**src/sv/first_fit_block_allocator_core_defines.svh**
```systemverilog
// ----------------------------------------------------------------------------
// Assertion macros for the first-fit block allocator
// Both macros sample on clk_i and are disabled while rst_ni is low.
// ----------------------------------------------------------------------------
`ifndef FIRST_FIT_BLOCK_ALLOCATOR_CORE_DEFINES_SVH
`define FIRST_FIT_BLOCK_ALLOCATOR_CORE_DEFINES_SVH

// consequent must hold in the same cycle as the antecedent
`define FFBA_ASSERT_NOW(name, ante, cons) \
  name: assert property (@(posedge clk_i) disable iff (!rst_ni) (ante) |-> (cons)) \
    else $error("ffba: same-cycle check failed");

// consequent must hold in the cycle after the antecedent
`define FFBA_ASSERT_NEXT(name, ante, cons) \
  name: assert property (@(posedge clk_i) disable iff (!rst_ni) (ante) |=> (cons)) \
    else $error("ffba: next-cycle check failed");

`endif

```
**src/sv/ffba_pkg.sv**
```systemverilog
// ----------------------------------------------------------------------------
// ffba_pkg
// Types, constants and helper functions of the first-fit block allocator.
// ----------------------------------------------------------------------------
package ffba_pkg;

  localparam int MAX_BLOCKS  = 128;
  localparam int BLOCK_BYTES = 10;

  // request / response field widths
  localparam int CMD_W    = 2;
  localparam int SIZE_W   = 11;
  localparam int ADDR_W   = 11;
  localparam int STATUS_W = 2;
  localparam int BLK_W    = 8;
  localparam int BYTE_W   = 11;
  localparam int TOTAL_W  = 8;

  localparam logic [TOTAL_W-1:0] TOTAL_RESET = TOTAL_W'(102);

  localparam int CNT_W = $clog2(MAX_BLOCKS + 1);
  localparam int IDX_W = (MAX_BLOCKS > 1) ? $clog2(MAX_BLOCKS) : 1;
  localparam logic [IDX_W-1:0] LAST_IDX = IDX_W'(MAX_BLOCKS - 1);

  // divide by BLOCK_BYTES through a reciprocal, exact over DIV_IN_W bits
  localparam int DIV_IN_W = $clog2(2**SIZE_W + BLOCK_BYTES - 1);
  localparam int DIV_SH   = DIV_IN_W + $clog2(BLOCK_BYTES);
  localparam int DIV_M    = (2**DIV_SH + BLOCK_BYTES - 1) / BLOCK_BYTES;
  localparam int DIV_M_W  = $clog2(DIV_M + 1);
  localparam int DIV_P_W  = DIV_IN_W + DIV_M_W;
  localparam int Q_W      = $clog2((2**SIZE_W + BLOCK_BYTES - 2) / BLOCK_BYTES + 1);

  localparam int CMP_W = (Q_W + 1 > CNT_W + 1) ? Q_W + 1 : CNT_W + 1;
  localparam int BB_W  = $clog2(BLOCK_BYTES + 1);
  localparam int MUL_W = CNT_W + BB_W + BYTE_W;

  typedef enum logic [CMD_W-1:0] {
    CMD_ALLOC = 2'd0,
    CMD_FREE  = 2'd1,
    CMD_QUERY = 2'd2
  } cmd_e;

  typedef enum logic [STATUS_W-1:0] {
    ST_OK        = 2'd0,
    ST_NO_SPACE  = 2'd1,
    ST_RANGE_ERR = 2'd2
  } status_e;

  typedef enum logic [1:0] {
    MODE_COUNT  = 2'd0,
    MODE_SEARCH = 2'd1,
    MODE_SET    = 2'd2,
    MODE_CLEAR  = 2'd3
  } mode_e;

  typedef enum logic [2:0] {
    S_IDLE,
    S_PREP,
    S_SCAN,
    S_CHECK,
    S_MARK,
    S_RESULT
  } state_e;

  typedef struct packed {
    logic             start;
    logic             shift;
    mode_e            mode;
    logic [CMP_W-1:0] lo;
    logic [CMP_W-1:0] hi;
    logic [CNT_W-1:0] n;
    logic [Q_W-1:0]   need;
  } scan_ctrl_t;

  typedef struct packed {
    logic             last;
    logic             found;
    logic [IDX_W-1:0] first;
    logic [IDX_W-1:0] idx;
    logic [CNT_W-1:0] used;
  } scan_stat_t;

  function automatic logic [Q_W-1:0] div_bb(logic [DIV_IN_W-1:0] x);
    logic [DIV_P_W-1:0] p;
    p = DIV_P_W'(x) * DIV_P_W'(DIV_M);
    return Q_W'(p >> DIV_SH);
  endfunction

  function automatic logic [BYTE_W-1:0] to_bytes(logic [CNT_W-1:0] x);
    logic [MUL_W-1:0] p;
    p = MUL_W'(x) * MUL_W'(BLOCK_BYTES);
    return p[BYTE_W-1:0];
  endfunction

  function automatic logic [BLK_W-1:0] to_blk(logic [CNT_W-1:0] x);
    logic [CNT_W+BLK_W-1:0] t;
    t = (CNT_W + BLK_W)'(x);
    return t[BLK_W-1:0];
  endfunction

endpackage

```
**src/sv/ffba_if.sv**
```systemverilog
// ----------------------------------------------------------------------------
// ffba interfaces
// Request, response and configuration channels, valid/ready handshake.
// ----------------------------------------------------------------------------
interface ffba_req_if import ffba_pkg::*; ();
  logic              valid;
  logic              ready;
  logic [CMD_W-1:0]  command;
  logic [SIZE_W-1:0] size_bytes;
  logic [ADDR_W-1:0] address;

  modport source (output valid, command, size_bytes, address, input ready);
  modport sink   (input valid, command, size_bytes, address, output ready);
endinterface

interface ffba_rsp_if import ffba_pkg::*; ();
  logic                valid;
  logic                ready;
  logic [STATUS_W-1:0] status;
  logic [BYTE_W-1:0]   start_address;
  logic [BLK_W-1:0]    free_blocks;
  logic [BLK_W-1:0]    used_blocks;
  logic [BYTE_W-1:0]   free_bytes;
  logic [BYTE_W-1:0]   used_bytes;

  modport source (output valid, status, start_address, free_blocks, used_blocks,
                  free_bytes, used_bytes, input ready);
  modport sink   (input valid, status, start_address, free_blocks, used_blocks,
                  free_bytes, used_bytes, output ready);
endinterface

interface ffba_cfg_if import ffba_pkg::*; ();
  logic               valid;
  logic               ready;
  logic [TOTAL_W-1:0] data;

  modport source (output valid, data, input ready);
  modport sink   (input valid, data, output ready);
endinterface

```
**src/sv/ffba_cell.sv**
```systemverilog
// ----------------------------------------------------------------------------
// ffba_cell
// One used bit of the block map; passes its bit down the ring on shift.
// ----------------------------------------------------------------------------
module ffba_cell (
  input  logic clk_i,
  input  logic rst_ni,
  input  logic shift_i,
  input  logic d_i,
  output logic q_o
);

  logic used_q;

  always_ff @(posedge clk_i or negedge rst_ni) begin
    if (!rst_ni) begin
      used_q <= 1'b0;
    end else if (shift_i) begin
      used_q <= d_i;
    end
  end

  assign q_o = used_q;

endmodule

```
**src/sv/ffba_scan.sv**
```systemverilog
// ----------------------------------------------------------------------------
// ffba_scan
// Ring head: sees one block per cycle in ascending order while the ring shifts,
// runs the first-fit search, sets or clears a block window and counts used blocks.
// ----------------------------------------------------------------------------
module ffba_scan import ffba_pkg::*; (
  input  logic       clk_i,
  input  logic       rst_ni,
  input  scan_ctrl_t ctrl_i,
  input  logic       bit_i,
  output logic       bit_o,
  output scan_stat_t stat_o
);

  logic [IDX_W-1:0] idx_q, idx_d;
  logic [CNT_W-1:0] run_q, run_d;
  logic [IDX_W-1:0] run_start_q, run_start_d;
  logic             found_q, found_d;
  logic [IDX_W-1:0] first_q, first_d;
  logic [CNT_W-1:0] used_q, used_d;

  logic [CMP_W-1:0] idx_x;
  logic [CMP_W-1:0] run_inc;
  logic             in_range;
  logic             in_win;
  logic             free_here;
  logic             hit;
  logic [IDX_W-1:0] cur_start;
  logic             wb;

  always_comb begin
    idx_x     = CMP_W'(idx_q);
    in_range  = idx_x < CMP_W'(ctrl_i.n);
    in_win    = (idx_x >= ctrl_i.lo) && (idx_x < ctrl_i.hi);
    free_here = in_range && !bit_i;
    run_inc   = CMP_W'(run_q) + CMP_W'(1);
    cur_start = (run_q == '0) ? idx_q : run_start_q;
    hit       = (ctrl_i.mode == MODE_SEARCH) && !found_q && free_here &&
                (run_inc == CMP_W'(ctrl_i.need));

    case (ctrl_i.mode)
      MODE_SET:   wb = bit_i | in_win;
      MODE_CLEAR: wb = bit_i & ~in_win;
      default:    wb = bit_i;
    endcase
  end

  always_comb begin
    idx_d       = idx_q;
    run_d       = run_q;
    run_start_d = run_start_q;
    found_d     = found_q;
    first_d     = first_q;
    used_d      = used_q;
    if (ctrl_i.start) begin
      run_d   = '0;
      found_d = 1'b0;
      used_d  = '0;
    end else if (ctrl_i.shift) begin
      idx_d       = (idx_q == LAST_IDX) ? '0 : idx_q + IDX_W'(1);
      run_d       = free_here ? CNT_W'(run_inc) : '0;
      run_start_d = cur_start;
      used_d      = used_q + CNT_W'(in_range & wb);
      if (hit) begin
        found_d = 1'b1;
        first_d = cur_start;
      end
    end
  end

  always_ff @(posedge clk_i or negedge rst_ni) begin
    if (!rst_ni) begin
      idx_q   <= '0;
      run_q   <= '0;
      found_q <= 1'b0;
      used_q  <= '0;
    end else begin
      idx_q   <= idx_d;
      run_q   <= run_d;
      found_q <= found_d;
      used_q  <= used_d;
    end
  end

  always_ff @(posedge clk_i) begin
    run_start_q <= run_start_d;
    first_q     <= first_d;
  end

  assign bit_o        = wb;
  assign stat_o.last  = ctrl_i.shift && (idx_q == LAST_IDX);
  assign stat_o.found = found_q;
  assign stat_o.first = first_q;
  assign stat_o.idx   = idx_q;
  assign stat_o.used  = used_q;

endmodule

```
**src/sv/first_fit_block_allocator_core.sv**
```systemverilog
// ----------------------------------------------------------------------------
// first_fit_block_allocator_core
// First-fit contiguous allocator over a bitmap of fixed-size blocks.
// ----------------------------------------------------------------------------
// The used bits sit in a ring of MAX_BLOCKS cells that rotates one position a
// cycle past a single scan head while the core scans or marks, so every request
// costs one full rotation of the ring plus a setup state and a result state. A
// free, a usage query and a zero-size allocate go from setup through the
// rotation to the result. Any other allocate passes a check state after the
// rotation and, if it found space, needs a second rotation to mark the run it
// found before the result.
// A result that waits on the response side holds the core in its result
// cycle until the response register is free. One request is in work at a
// time; the response register lets the next request enter while a result
// is still waiting. Configuration writes are always ready and are used as soon
// as they are registered, also by a request in work.
// ----------------------------------------------------------------------------
`include "first_fit_block_allocator_core_defines.svh"

module first_fit_block_allocator_core import ffba_pkg::*; (
  input  logic       clk_i,
  input  logic       rst_ni,
  ffba_req_if.sink   req_i,
  ffba_cfg_if.sink   cfg_i,
  ffba_rsp_if.source rsp_o
);

  state_e state_q, state_d;

  logic [TOTAL_W-1:0] total_q;
  logic [CMD_W-1:0]   cmd_q;
  logic [Q_W-1:0]     need_q;
  logic [Q_W-1:0]     first_q;
  mode_e              mode_q, mode_d;
  logic [CMP_W-1:0]   lo_q, lo_d;
  logic [CMP_W-1:0]   hi_q, hi_d;
  status_e            status_q, status_d;
  logic [IDX_W-1:0]   start_blk_q, start_blk_d;

  logic                rsp_valid_q;
  logic [STATUS_W-1:0] rsp_status_q;
  logic [BYTE_W-1:0]   rsp_start_q;
  logic [BLK_W-1:0]    rsp_free_q;
  logic [BLK_W-1:0]    rsp_used_q;
  logic [BYTE_W-1:0]   rsp_free_bytes_q;
  logic [BYTE_W-1:0]   rsp_used_bytes_q;

  logic             req_fire;
  logic             rsp_load;
  logic             scan_start;
  logic             scan_shift;
  logic             range_bad;
  logic [CNT_W-1:0] n;
  logic [CNT_W-1:0] free_cnt;

  scan_ctrl_t       scan_ctrl;
  scan_stat_t       scan_stat;
  logic             head_bit;
  logic             head_wb;
  logic [MAX_BLOCKS-1:0] ring;

  // managed block count: register clamped to the map size
  assign n = (CMP_W'(total_q) > CMP_W'(MAX_BLOCKS)) ? CNT_W'(MAX_BLOCKS)
                                                      : CNT_W'(total_q);

  assign range_bad = (CMP_W'(first_q) + CMP_W'(need_q)) > CMP_W'(n);
  assign free_cnt  = n - scan_stat.used;

  assign cfg_i.ready = 1'b1;
  assign req_i.ready = (state_q == S_IDLE);
  assign req_fire    = req_i.valid && req_i.ready;

  always_ff @(posedge clk_i or negedge rst_ni) begin
    if (!rst_ni) begin
      total_q <= TOTAL_RESET;
    end else if (cfg_i.valid && cfg_i.ready) begin
      total_q <= cfg_i.data;
    end
  end

  // ---------------- next state ----------------
  always_comb begin
    state_d = state_q;
    unique case (state_q)
      S_IDLE:   if (req_fire) state_d = S_PREP;
      S_PREP:   state_d = S_SCAN;
      S_SCAN:   if (scan_stat.last) state_d = (mode_q == MODE_SEARCH) ? S_CHECK : S_RESULT;
      S_CHECK:  state_d = scan_stat.found ? S_MARK : S_RESULT;
      S_MARK:   if (scan_stat.last) state_d = S_RESULT;
      S_RESULT: if (!rsp_valid_q || rsp_o.ready) state_d = S_IDLE;
      default:  state_d = S_IDLE;
    endcase
  end

  // ---------------- outputs of the sequencer ----------------
  always_comb begin
    mode_d      = mode_q;
    lo_d        = lo_q;
    hi_d        = hi_q;
    status_d    = status_q;
    start_blk_d = start_blk_q;
    scan_start  = 1'b0;
    scan_shift  = 1'b0;
    rsp_load    = 1'b0;
    unique case (state_q)
      S_PREP: begin
        scan_start  = 1'b1;
        status_d    = ST_OK;
        start_blk_d = '0;
        mode_d      = MODE_COUNT;
        lo_d        = CMP_W'(first_q);
        hi_d        = CMP_W'(first_q) + CMP_W'(need_q);
        case (cmd_q)
          CMD_ALLOC: if (need_q != '0) mode_d = MODE_SEARCH;
          CMD_FREE: begin
            if (range_bad) status_d = ST_RANGE_ERR;
            else           mode_d   = MODE_CLEAR;
          end
          default: mode_d = MODE_COUNT;
        endcase
      end
      S_SCAN, S_MARK: scan_shift = 1'b1;
      S_CHECK: begin
        if (scan_stat.found) begin
          scan_start  = 1'b1;
          mode_d      = MODE_SET;
          lo_d        = CMP_W'(scan_stat.first);
          hi_d        = CMP_W'(scan_stat.first) + CMP_W'(need_q);
          start_blk_d = scan_stat.first;
        end else begin
          status_d = ST_NO_SPACE;
        end
      end
      S_RESULT: rsp_load = !rsp_valid_q || rsp_o.ready;
      default: ;
    endcase
  end

  always_ff @(posedge clk_i or negedge rst_ni) begin
    if (!rst_ni) begin
      state_q     <= S_IDLE;
      mode_q      <= MODE_COUNT;
      rsp_valid_q <= 1'b0;
    end else begin
      state_q <= state_d;
      mode_q  <= mode_d;
      if (rsp_load)         rsp_valid_q <= 1'b1;
      else if (rsp_o.ready) rsp_valid_q <= 1'b0;
    end
  end

  always_ff @(posedge clk_i) begin
    if (req_fire) begin
      cmd_q   <= req_i.command;
      need_q  <= div_bb(DIV_IN_W'(req_i.size_bytes) + DIV_IN_W'(BLOCK_BYTES - 1));
      first_q <= div_bb(DIV_IN_W'(req_i.address));
    end
    lo_q        <= lo_d;
    hi_q        <= hi_d;
    status_q    <= status_d;
    start_blk_q <= start_blk_d;
    if (rsp_load) begin
      rsp_status_q     <= status_q;
      rsp_start_q      <= to_bytes(CNT_W'(start_blk_q));
      rsp_free_q       <= to_blk(free_cnt);
      rsp_used_q       <= to_blk(scan_stat.used);
      rsp_free_bytes_q <= to_bytes(free_cnt);
      rsp_used_bytes_q <= to_bytes(scan_stat.used);
    end
  end

  assign rsp_o.valid         = rsp_valid_q;
  assign rsp_o.status        = rsp_status_q;
  assign rsp_o.start_address = rsp_start_q;
  assign rsp_o.free_blocks   = rsp_free_q;
  assign rsp_o.used_blocks   = rsp_used_q;
  assign rsp_o.free_bytes    = rsp_free_bytes_q;
  assign rsp_o.used_bytes    = rsp_used_bytes_q;

  // ---------------- scan head and cell ring ----------------
  assign scan_ctrl.start = scan_start;
  assign scan_ctrl.shift = scan_shift;
  assign scan_ctrl.mode  = mode_q;
  assign scan_ctrl.lo    = lo_q;
  assign scan_ctrl.hi    = hi_q;
  assign scan_ctrl.n     = n;
  assign scan_ctrl.need  = need_q;

  assign head_bit = ring[0];

  ffba_scan u_scan (
    .clk_i  (clk_i),
    .rst_ni (rst_ni),
    .ctrl_i (scan_ctrl),
    .bit_i  (head_bit),
    .bit_o  (head_wb),
    .stat_o (scan_stat)
  );

  // cell k takes the bit of cell k+1; the head writes back into the top cell
  for (genvar k = 0; k < MAX_BLOCKS; k++) begin : g_cell
    logic d;
    if (k == MAX_BLOCKS - 1) begin : g_top
      assign d = head_wb;
    end else begin : g_mid
      assign d = ring[k+1];
    end
    ffba_cell u_cell (
      .clk_i   (clk_i),
      .rst_ni  (rst_ni),
      .shift_i (scan_shift),
      .d_i     (d),
      .q_o     (ring[k])
    );
  end

  // ---------------- assertions ----------------
  `FFBA_ASSERT_NOW(a_busy_blocks_req, state_q != S_IDLE, !req_i.ready)
  `FFBA_ASSERT_NOW(a_ring_aligned_idle, state_q == S_IDLE, scan_stat.idx == '0)
  `FFBA_ASSERT_NEXT(a_found_goes_mark, state_q == S_CHECK && scan_stat.found, state_q == S_MARK)
  `FFBA_ASSERT_NOW(a_used_within_n, state_q == S_RESULT, scan_stat.used <= n)

endmodule
```
**src/flat_wrapper.sv**
```systemverilog
// flat-port wrapper written by rule: the top's interface ports become plain ports
module first_fit_block_allocator_core_flat import ffba_pkg::*;
  (clk_i, rst_ni, req_i_valid, req_i_command, req_i_size_bytes, req_i_address, req_i_ready, cfg_i_valid, cfg_i_data, cfg_i_ready, rsp_o_valid, rsp_o_status, rsp_o_start_address, rsp_o_free_blocks, rsp_o_used_blocks, rsp_o_free_bytes, rsp_o_used_bytes, rsp_o_ready);
  ffba_req_if req_i_i ();
  ffba_cfg_if cfg_i_i ();
  ffba_rsp_if rsp_o_i ();
  input  logic clk_i;
  input  logic rst_ni;
  input wire logic [$bits(req_i_i.valid)-1:0] req_i_valid;
  input wire logic [$bits(req_i_i.command)-1:0] req_i_command;
  input wire logic [$bits(req_i_i.size_bytes)-1:0] req_i_size_bytes;
  input wire logic [$bits(req_i_i.address)-1:0] req_i_address;
  output wire logic [$bits(req_i_i.ready)-1:0] req_i_ready;
  input wire logic [$bits(cfg_i_i.valid)-1:0] cfg_i_valid;
  input wire logic [$bits(cfg_i_i.data)-1:0] cfg_i_data;
  output wire logic [$bits(cfg_i_i.ready)-1:0] cfg_i_ready;
  output wire logic [$bits(rsp_o_i.valid)-1:0] rsp_o_valid;
  output wire logic [$bits(rsp_o_i.status)-1:0] rsp_o_status;
  output wire logic [$bits(rsp_o_i.start_address)-1:0] rsp_o_start_address;
  output wire logic [$bits(rsp_o_i.free_blocks)-1:0] rsp_o_free_blocks;
  output wire logic [$bits(rsp_o_i.used_blocks)-1:0] rsp_o_used_blocks;
  output wire logic [$bits(rsp_o_i.free_bytes)-1:0] rsp_o_free_bytes;
  output wire logic [$bits(rsp_o_i.used_bytes)-1:0] rsp_o_used_bytes;
  input wire logic [$bits(rsp_o_i.ready)-1:0] rsp_o_ready;
  assign req_i_i.valid = req_i_valid;
  assign req_i_i.command = req_i_command;
  assign req_i_i.size_bytes = req_i_size_bytes;
  assign req_i_i.address = req_i_address;
  assign req_i_ready = req_i_i.ready;
  assign cfg_i_i.valid = cfg_i_valid;
  assign cfg_i_i.data = cfg_i_data;
  assign cfg_i_ready = cfg_i_i.ready;
  assign rsp_o_valid = rsp_o_i.valid;
  assign rsp_o_status = rsp_o_i.status;
  assign rsp_o_start_address = rsp_o_i.start_address;
  assign rsp_o_free_blocks = rsp_o_i.free_blocks;
  assign rsp_o_used_blocks = rsp_o_i.used_blocks;
  assign rsp_o_free_bytes = rsp_o_i.free_bytes;
  assign rsp_o_used_bytes = rsp_o_i.used_bytes;
  assign rsp_o_i.ready = rsp_o_ready;
  first_fit_block_allocator_core u_core (.clk_i(clk_i), .rst_ni(rst_ni), .req_i(req_i_i), .cfg_i(cfg_i_i), .rsp_o(rsp_o_i));
endmodule
```
**config.mk**
```make
export PLATFORM = sky130hd
export DESIGN_NAME = first_fit_block_allocator_core_flat
export DESIGN_NICKNAME = d
export VERILOG_FILES = /design/src/sv/ffba_pkg.sv /design/src/sv/ffba_if.sv /design/src/sv/ffba_cell.sv /design/src/sv/ffba_scan.sv /design/src/sv/first_fit_block_allocator_core.sv /design/src/flat_wrapper.sv
export VERILOG_INCLUDE_DIRS = /design/src /design/src/sv
export SDC_FILE = /design/constraint.sdc
export NUM_CORES = 1
export LEC_CHECK = 0
export ABC_AREA = 0
export BUFFER_PORTS_ARGS = -buffer_cell sky130_fd_sc_hd__buf_2
export CELL_PAD_IN_SITES_DETAIL_PLACEMENT = 0
export CELL_PAD_IN_SITES_GLOBAL_PLACEMENT = 2
export CORE_MARGIN = 4
export CORE_UTILIZATION = 47
export DETAILED_ROUTE_END_ITERATION = 10
export GPL_ROUTABILITY_DRIVEN = 0
export PLACE_DENSITY = 0.83
export SYNTH_ARGS = -nofsm -noshare
export SYNTH_HDL_FRONTEND = slang
export SYNTH_HIERARCHICAL = 1
export SYNTH_SLANG_ARGS = --single-unit
```
**constraint.sdc**
```tcl
create_clock -name clk_i -period 29.3 [get_ports clk_i]
set_clock_uncertainty 0.15 [all_clocks]
set_input_delay 2.93 -clock clk_i [delete_from_list [all_inputs] [get_ports clk_i]]
set_output_delay 2.93 -clock clk_i [all_outputs]
set_load 0.1 [all_outputs]
```
# After elaboration in Yosys (flattened, before gate mapping)
# Cells that the tools add are included.
[word_totals] ff_bits=273 out_inout_bits=54 elab_cells=256
[classes] n_mux=40 n_bitwise=5 add_sub_neg=7 n_eq_ne=17 n_reduce_logical=26 n_mul=5 n_lt_le_gt_ge=5
[ops] operator="$mux 8" count=6
[ops] operator="$pmux 9 s2" count=2
[ops] operator="$mul 11x12->23 const B" count=1
[ops] operator="$mul 12x12->23 const B" count=1
[ops] operator="$mux 7" count=3
[ops] operator="$mul 8x3->10 const B" count=2
[ops] operator="$mux 9" count=2
[ops] operator="$pmux 3 s6" count=1
[ops] operator="$mux 3" count=5
[ops] operator="$pmux 7 s2" count=1
[ops] operator="$add 11x4->12 const B" count=1
[ops] operator="$pmux 2 s2" count=3
[ops] operator="$mul 7x3->10 const B" count=1
[ops] operator="$mux 1" count=10
[ops] operator="$mux 2" count=5
[ops] operator="$add 7x8->9" count=1
[ops] operator="$add 8x1->9 const B" count=1
[ops] operator="$add 8x8->9" count=1
[ops] operator="$eq 9x8->1" count=1
[ops] operator="$ge 7x9->1" count=1
[ops] operator="$gt 9x8->1" count=1
[ops] operator="$lt 7x9->1" count=1
[ops] operator="$add 8x1->8" count=1
[ops] operator="$gt 8x8->1 const B" count=1
[ops] operator="other kinds (27)" count=52

# Longest topological paths before layout
[logic_depth] depth_word=9 depth_mapped=22 ltp_nobuf=22

# By module
# The synthesis kept the hierarchy.
[modules_own_cells] mod="first_fit_block_allocator_core" instances=1 cells_per_inst=925 area_each_um2=10087.2
[modules_own_cells] mod="ffba_cell" instances=128 cells_per_inst=2 area_each_um2=40.0
[modules_own_cells] mod="ffba_scan" instances=1 cells_per_inst=260 area_each_um2=2487.4

# Worst setup path after synthesis
# OpenSTA, ideal clock, no wires.
[synth_timing] kind="flip-flop to flip-flop" start="register u_core.state_q[2]" end="register u_core.u_scan.first_q[0], enable pin" n_path_buf=4 required_time_ns=28.770 stages_incl_launch_ff=11 slack_ns=15.790 arrival_ns=12.980 period_less_slack_ns=13.510 path_cell_list="dfrtp_1 clkbuf_1 nand2b_1 a21oi_1 buf_2 nand2b_1 buf_2 nor2_1 o211ai_1 buf_2 nor3_1"
[synth_between] elab_chain_cells=4 word_cells_on_any_way=9 cone_classes="eq/ne: 4; mux: 2; bitwise: 1; reduce/logical: 2"
[synth_rtl] element="from (decl)" line_no="first_fit_block_allocator_core.sv:28" text="state_e state_q, state_d;"
[synth_rtl] element="from (signal assigned)" line_no="first_fit_block_allocator_core.sv:145" text="state_q <= state_d;"
[synth_rtl] element="$eq 3x2->1 / $eq 3x3->1 (equally long branches)" line_no="first_fit_block_allocator_core.sv:105" text="unique case (state_q)"
[synth_rtl] element="$reduce_or 2->1 (*)" line_no="first_fit_block_allocator_core.sv:105"
[synth_rtl] element="$mux 1 (*)" line_no="first_fit_block_allocator_core.sv:105"
[synth_rtl] element="net u_core.scan_shift" line_no="first_fit_block_allocator_core.sv:51" text="logic scan_shift;"
[synth_rtl] element="$reduce_and 3->1 (no line) (*)"
[synth_rtl] element="to (signal assigned)" line_no="ffba_scan.sv:87" text="first_q <= first_d;"
[synth_rtl] element="to (decl)" line_no="ffba_scan.sv:19" text="logic [IDX_W-1:0] first_q, first_d;"
# Mark *: on every way through the listed nets, which the timed path passes. The rest lies on a longest branch.
# A chain may end at the register's enable or synchronous reset.

# Final worst setup path
[layout_timing] start="input port req_i_size_bytes[0]" end="register u_core.need_q[4] (data pin)"
[layout_between] elab_chain_cells=2
[layout_rtl] element="from (decl)" line_no="flat_wrapper.sv:11" text="input wire logic [$bits(req_i_i.size_bytes)-1:0] req_i_size_bytes;"
[layout_rtl] element="$add 11x4->12" line_no="first_fit_block_allocator_core.sv:155" text="need_q <= div_bb(DIV_IN_W'(req_i.size_bytes) + DIV_IN_W'(BLOCK_BYTES - 1));"
[layout_rtl] element="$mul 12x12->23" line_no="ffba_pkg.sv:85" text="p = DIV_P_W'(x) * DIV_P_W'(DIV_M);"
[layout_rtl] element="to (signal assigned)" line_no="first_fit_block_allocator_core.sv:155"
[layout_rtl] element="to (decl)" line_no="first_fit_block_allocator_core.sv:32" text="logic [Q_W-1:0] need_q;"
# Every way passes these cells.

==> out/metrics.cfg <==
[outcome]
status = finished clean

[worst_setup_path]
path_cells = buf_2 -> ha_1 -> a21oi_1 -> nor2_1 -> nand3_1 -> xnor2_1 -> ha_1 -> inv_1 -> fa_1 -> inv_1 -> fa_1 -> fa_1 -> inv_1 -> fa_1 -> inv_1 -> ha_1 -> nor2_1 -> o221ai_1 -> a211oi_2 -> o21ba_2 -> a2bb2oi_2 -> and2b_1 -> xnor2_1
path_class = input pin to flop
arrival_ns = 8.20
r2r_end = u_core/u_scan/first_q[0]
crit_start = req_i_size_bytes[0]
critPathSlowestCell = fa_1
crit_cells = 23
endpoint = u_core/need_q[4]
r2r_cells = 9
critPathMaxStageDelay_ns = 0.54
critPathRequiredTime_ns = 29.45
worstPathMaxFanout = 8
regToRegSetupSlack_ns = 25.04
cp-start-kind = input pin
crit_family = adder cells
reg2reg_from = u_core/state_q[0]
end_kind = flop
cp_num_buf_inv = 5

[detailed_routing]
met2WireLength_um = 15200
viasPerCell = 5.00
met1_length_um = 15600
wl_um = 32400
dr_wl_met3_um = 947
vias = 10300
ant_nets = 0
first_pass_iters = 4
drcViolationCount = 0
post_drt_wl_per_cell_um = 15.7
drtIter0Drc = 387
top_layer_used = met4

[timing]
rsz0062_at_grt = no
holdWs_ns = 0.278
slew_headroom_pct = 30.6
period_share_pct = 27.5
fin_ws_ns = 21.25
maxSlewViolCount = 0
fmax_mhz = 124
tns_ns = 0
worst_slew_pin_slew_ns = 1.04
period_needed_ns = 8.05
hold_violations = 0
final-setup-viol-count = 0

[place]
hpwl_um = 24600
placed_cell_area_um2 = 18700
port_buffers = 86
place_ws_ns = 20.68
dp_cells = 2011

[die]
start_util_pct = 48.0
die_h_um = 202
die_w_um = 202
ios = 91
rows = 70
die-area_um2 = 40800
core_area_um2 = 36900

[logic_synthesis]
syn_area_um2 = 17700
yosysWarnings = 6
synthDistinctLibCells = 70
async_reset_ff_share_pct = 61.9
ys.flop_type = dfrtp_1
synth_edf_count = 102
seq_area_frac_synth_pct = 40.8
syn_inst = 1441
synth_seq_cells = 268
avgSynthCellArea_um2 = 12.3

[clocking]
clk_latency_ns = 0.55
cts.path.max_buffers = 3
cts_setup_buffers = 0
clkSlewWorstSetupHoldPaths_ns = 0.06
htree_levels = 1
clkSinkCount = 268
holdBufCountCts = 0
cts-root-buf = clkbuf_16
cts_tree = yes
cts.repair.resized = 0
cts_buffers = 28

[layout]
fillers = 3217
fin_cells = 2062
area_growth_pct = 11.0
diodes = 0
layout_common_cells = ha_1, inv_1, dfrtp_1
drive_gt1_share_pct = 19.4
postLayoutCellArea_um2 = 19600
ff_latch_area_um2 = 7220
final_common_cell = ha_1
final_nets = 1883
multi_input_area_um2 = 9550

[grt]
grt_max_degree = 139
antenna_found_initial = 0
grt_pass1_vias = 10900
overflow = 0
grt_usage_pct = 16.2
grt_first_pass_wirelength_um = 55300

[min_path]
hold_path.class = flop to flop
hp-start = u_core/status_q[1]

[pwr]
p_per_area_nw_per_um2 = 90.5
p_leak_nw = 9.68
peakVddDrop_uv = 51.8

[run]
maxCapViolations = 0

==> layout make-up <==
type                    instances  area share, %
flip-flops and latches        268           36.8
clock inverters                11          0.694
repair buffers                 89           2.40
inverters                     215           4.11
well taps                     504           3.21
multi-input cells             935           48.6
clock buffers                  40           4.20
==> worst min-delay path by stage <==
stage	endpoint	slack [ns]	depth (start not counted)
after CTS	u_core/rsp_o.status[1]	0.28	0
after global routing	u_core/rsp_o.status[1]	0.30	0
after global placement	u_core/rsp_o.status[1]	0.25	0
final	u_core/rsp_o.status[1]	0.28	0
after floorplan	u_core/rsp_o.status[0]	0.25	0
after detailed placement	u_core/rsp_o.status[1]	0.26	0
==> layer usage <==
metal	vias to the layer above	track usage, %
li1	5118	-
met1	5032	22.5
met2	127	27.0
met3	36	2.02
met4	0	4.13
met5	-	0
==> flip-flops by register name, indices dropped and copies added, names as in the netlist, 3 cells and up <==
signal	cells
u_core/g_cell.u_cell/q_o	128
u_core/rsp_o.start_address	10
u_core/hi_q	9
u_core/first_q	8
u_core/lo_q	8
u_core/need_q	8
u_core/rsp_o.free_blocks	8
u_core/rsp_o.free_bytes	8
u_core/rsp_o.used_blocks	8
u_core/rsp_o.used_bytes	8
u_core/total_q	8
u_core/u_scan/run_q	8
u_core/u_scan/used_q	8
u_core/start_blk_q	7
u_core/u_scan/first_q	7
u_core/u_scan/idx_q	7
u_core/u_scan/run_start_q	7
u_core/state_q	3
==> logic make-up after synthesis <==
| logic type | share of synthesized area (%) |
|---|---|
| flip-flops | 40.8 |
| adder cells (fa/ha/maj) | 25.0 |
| buffers and inverters | 5.39 |
| multiplexers | 12.0 |
| AO/OA/AOI/OAI | 6.93 |
| XOR/XNOR | 4.01 |
| other | 0.0424 |
| AND/OR/NAND/NOR | 5.87 |
==> cells in the mapped netlist (all sizes together), types with 3 or more instances <==
master	n	share of area (%)
mux2i	3	0.17
nand4	9	0.32
o21bai	11	0.47
inv	214	4.5
nor2	47	1.0
fa	74	8.4
o211ai	6	0.25
xnor2	53	2.6
a21oi	62	1.9
nor2b	14	0.49
or2	4	0.14
nor4	5	0.18
mux2	143	12
and2	11	0.39
o31ai	3	0.16
xor2	28	1.4
dfrtp	162	23
a21o	27	1.1
clkbuf	9	0.19
buf	17	0.64
ha	235	17
and3	3	0.11
nand2b	13	0.46
a211oi	5	0.27
nor3	11	0.31
o21ai	37	1.0
dfstp	4	0.59
a31oi	4	0.14
o21a	7	0.30
edfxtp	102	17
nand2	67	1.4
nand3	10	0.35
or3	5	0.18
==> where the power goes <==
part	internal (W)	total (W)	switching, W
Clock	0.000214	0.000358	0.000144
Combinational	0.000351	0.000889	0.000538
Sequential	0.000485	0.000530	0.0000449
==> through the flow <==
stage	utilization [%]	total power [W]
final	53.3	0.00178
after global routing	53.3	0.00194
after CTS	53.3	0.00181
after detailed placement	50.7	0.00143
after global placement	50.7	0.00142
after floorplan	-	0.00130
Power figures use the tool's default switching activity.
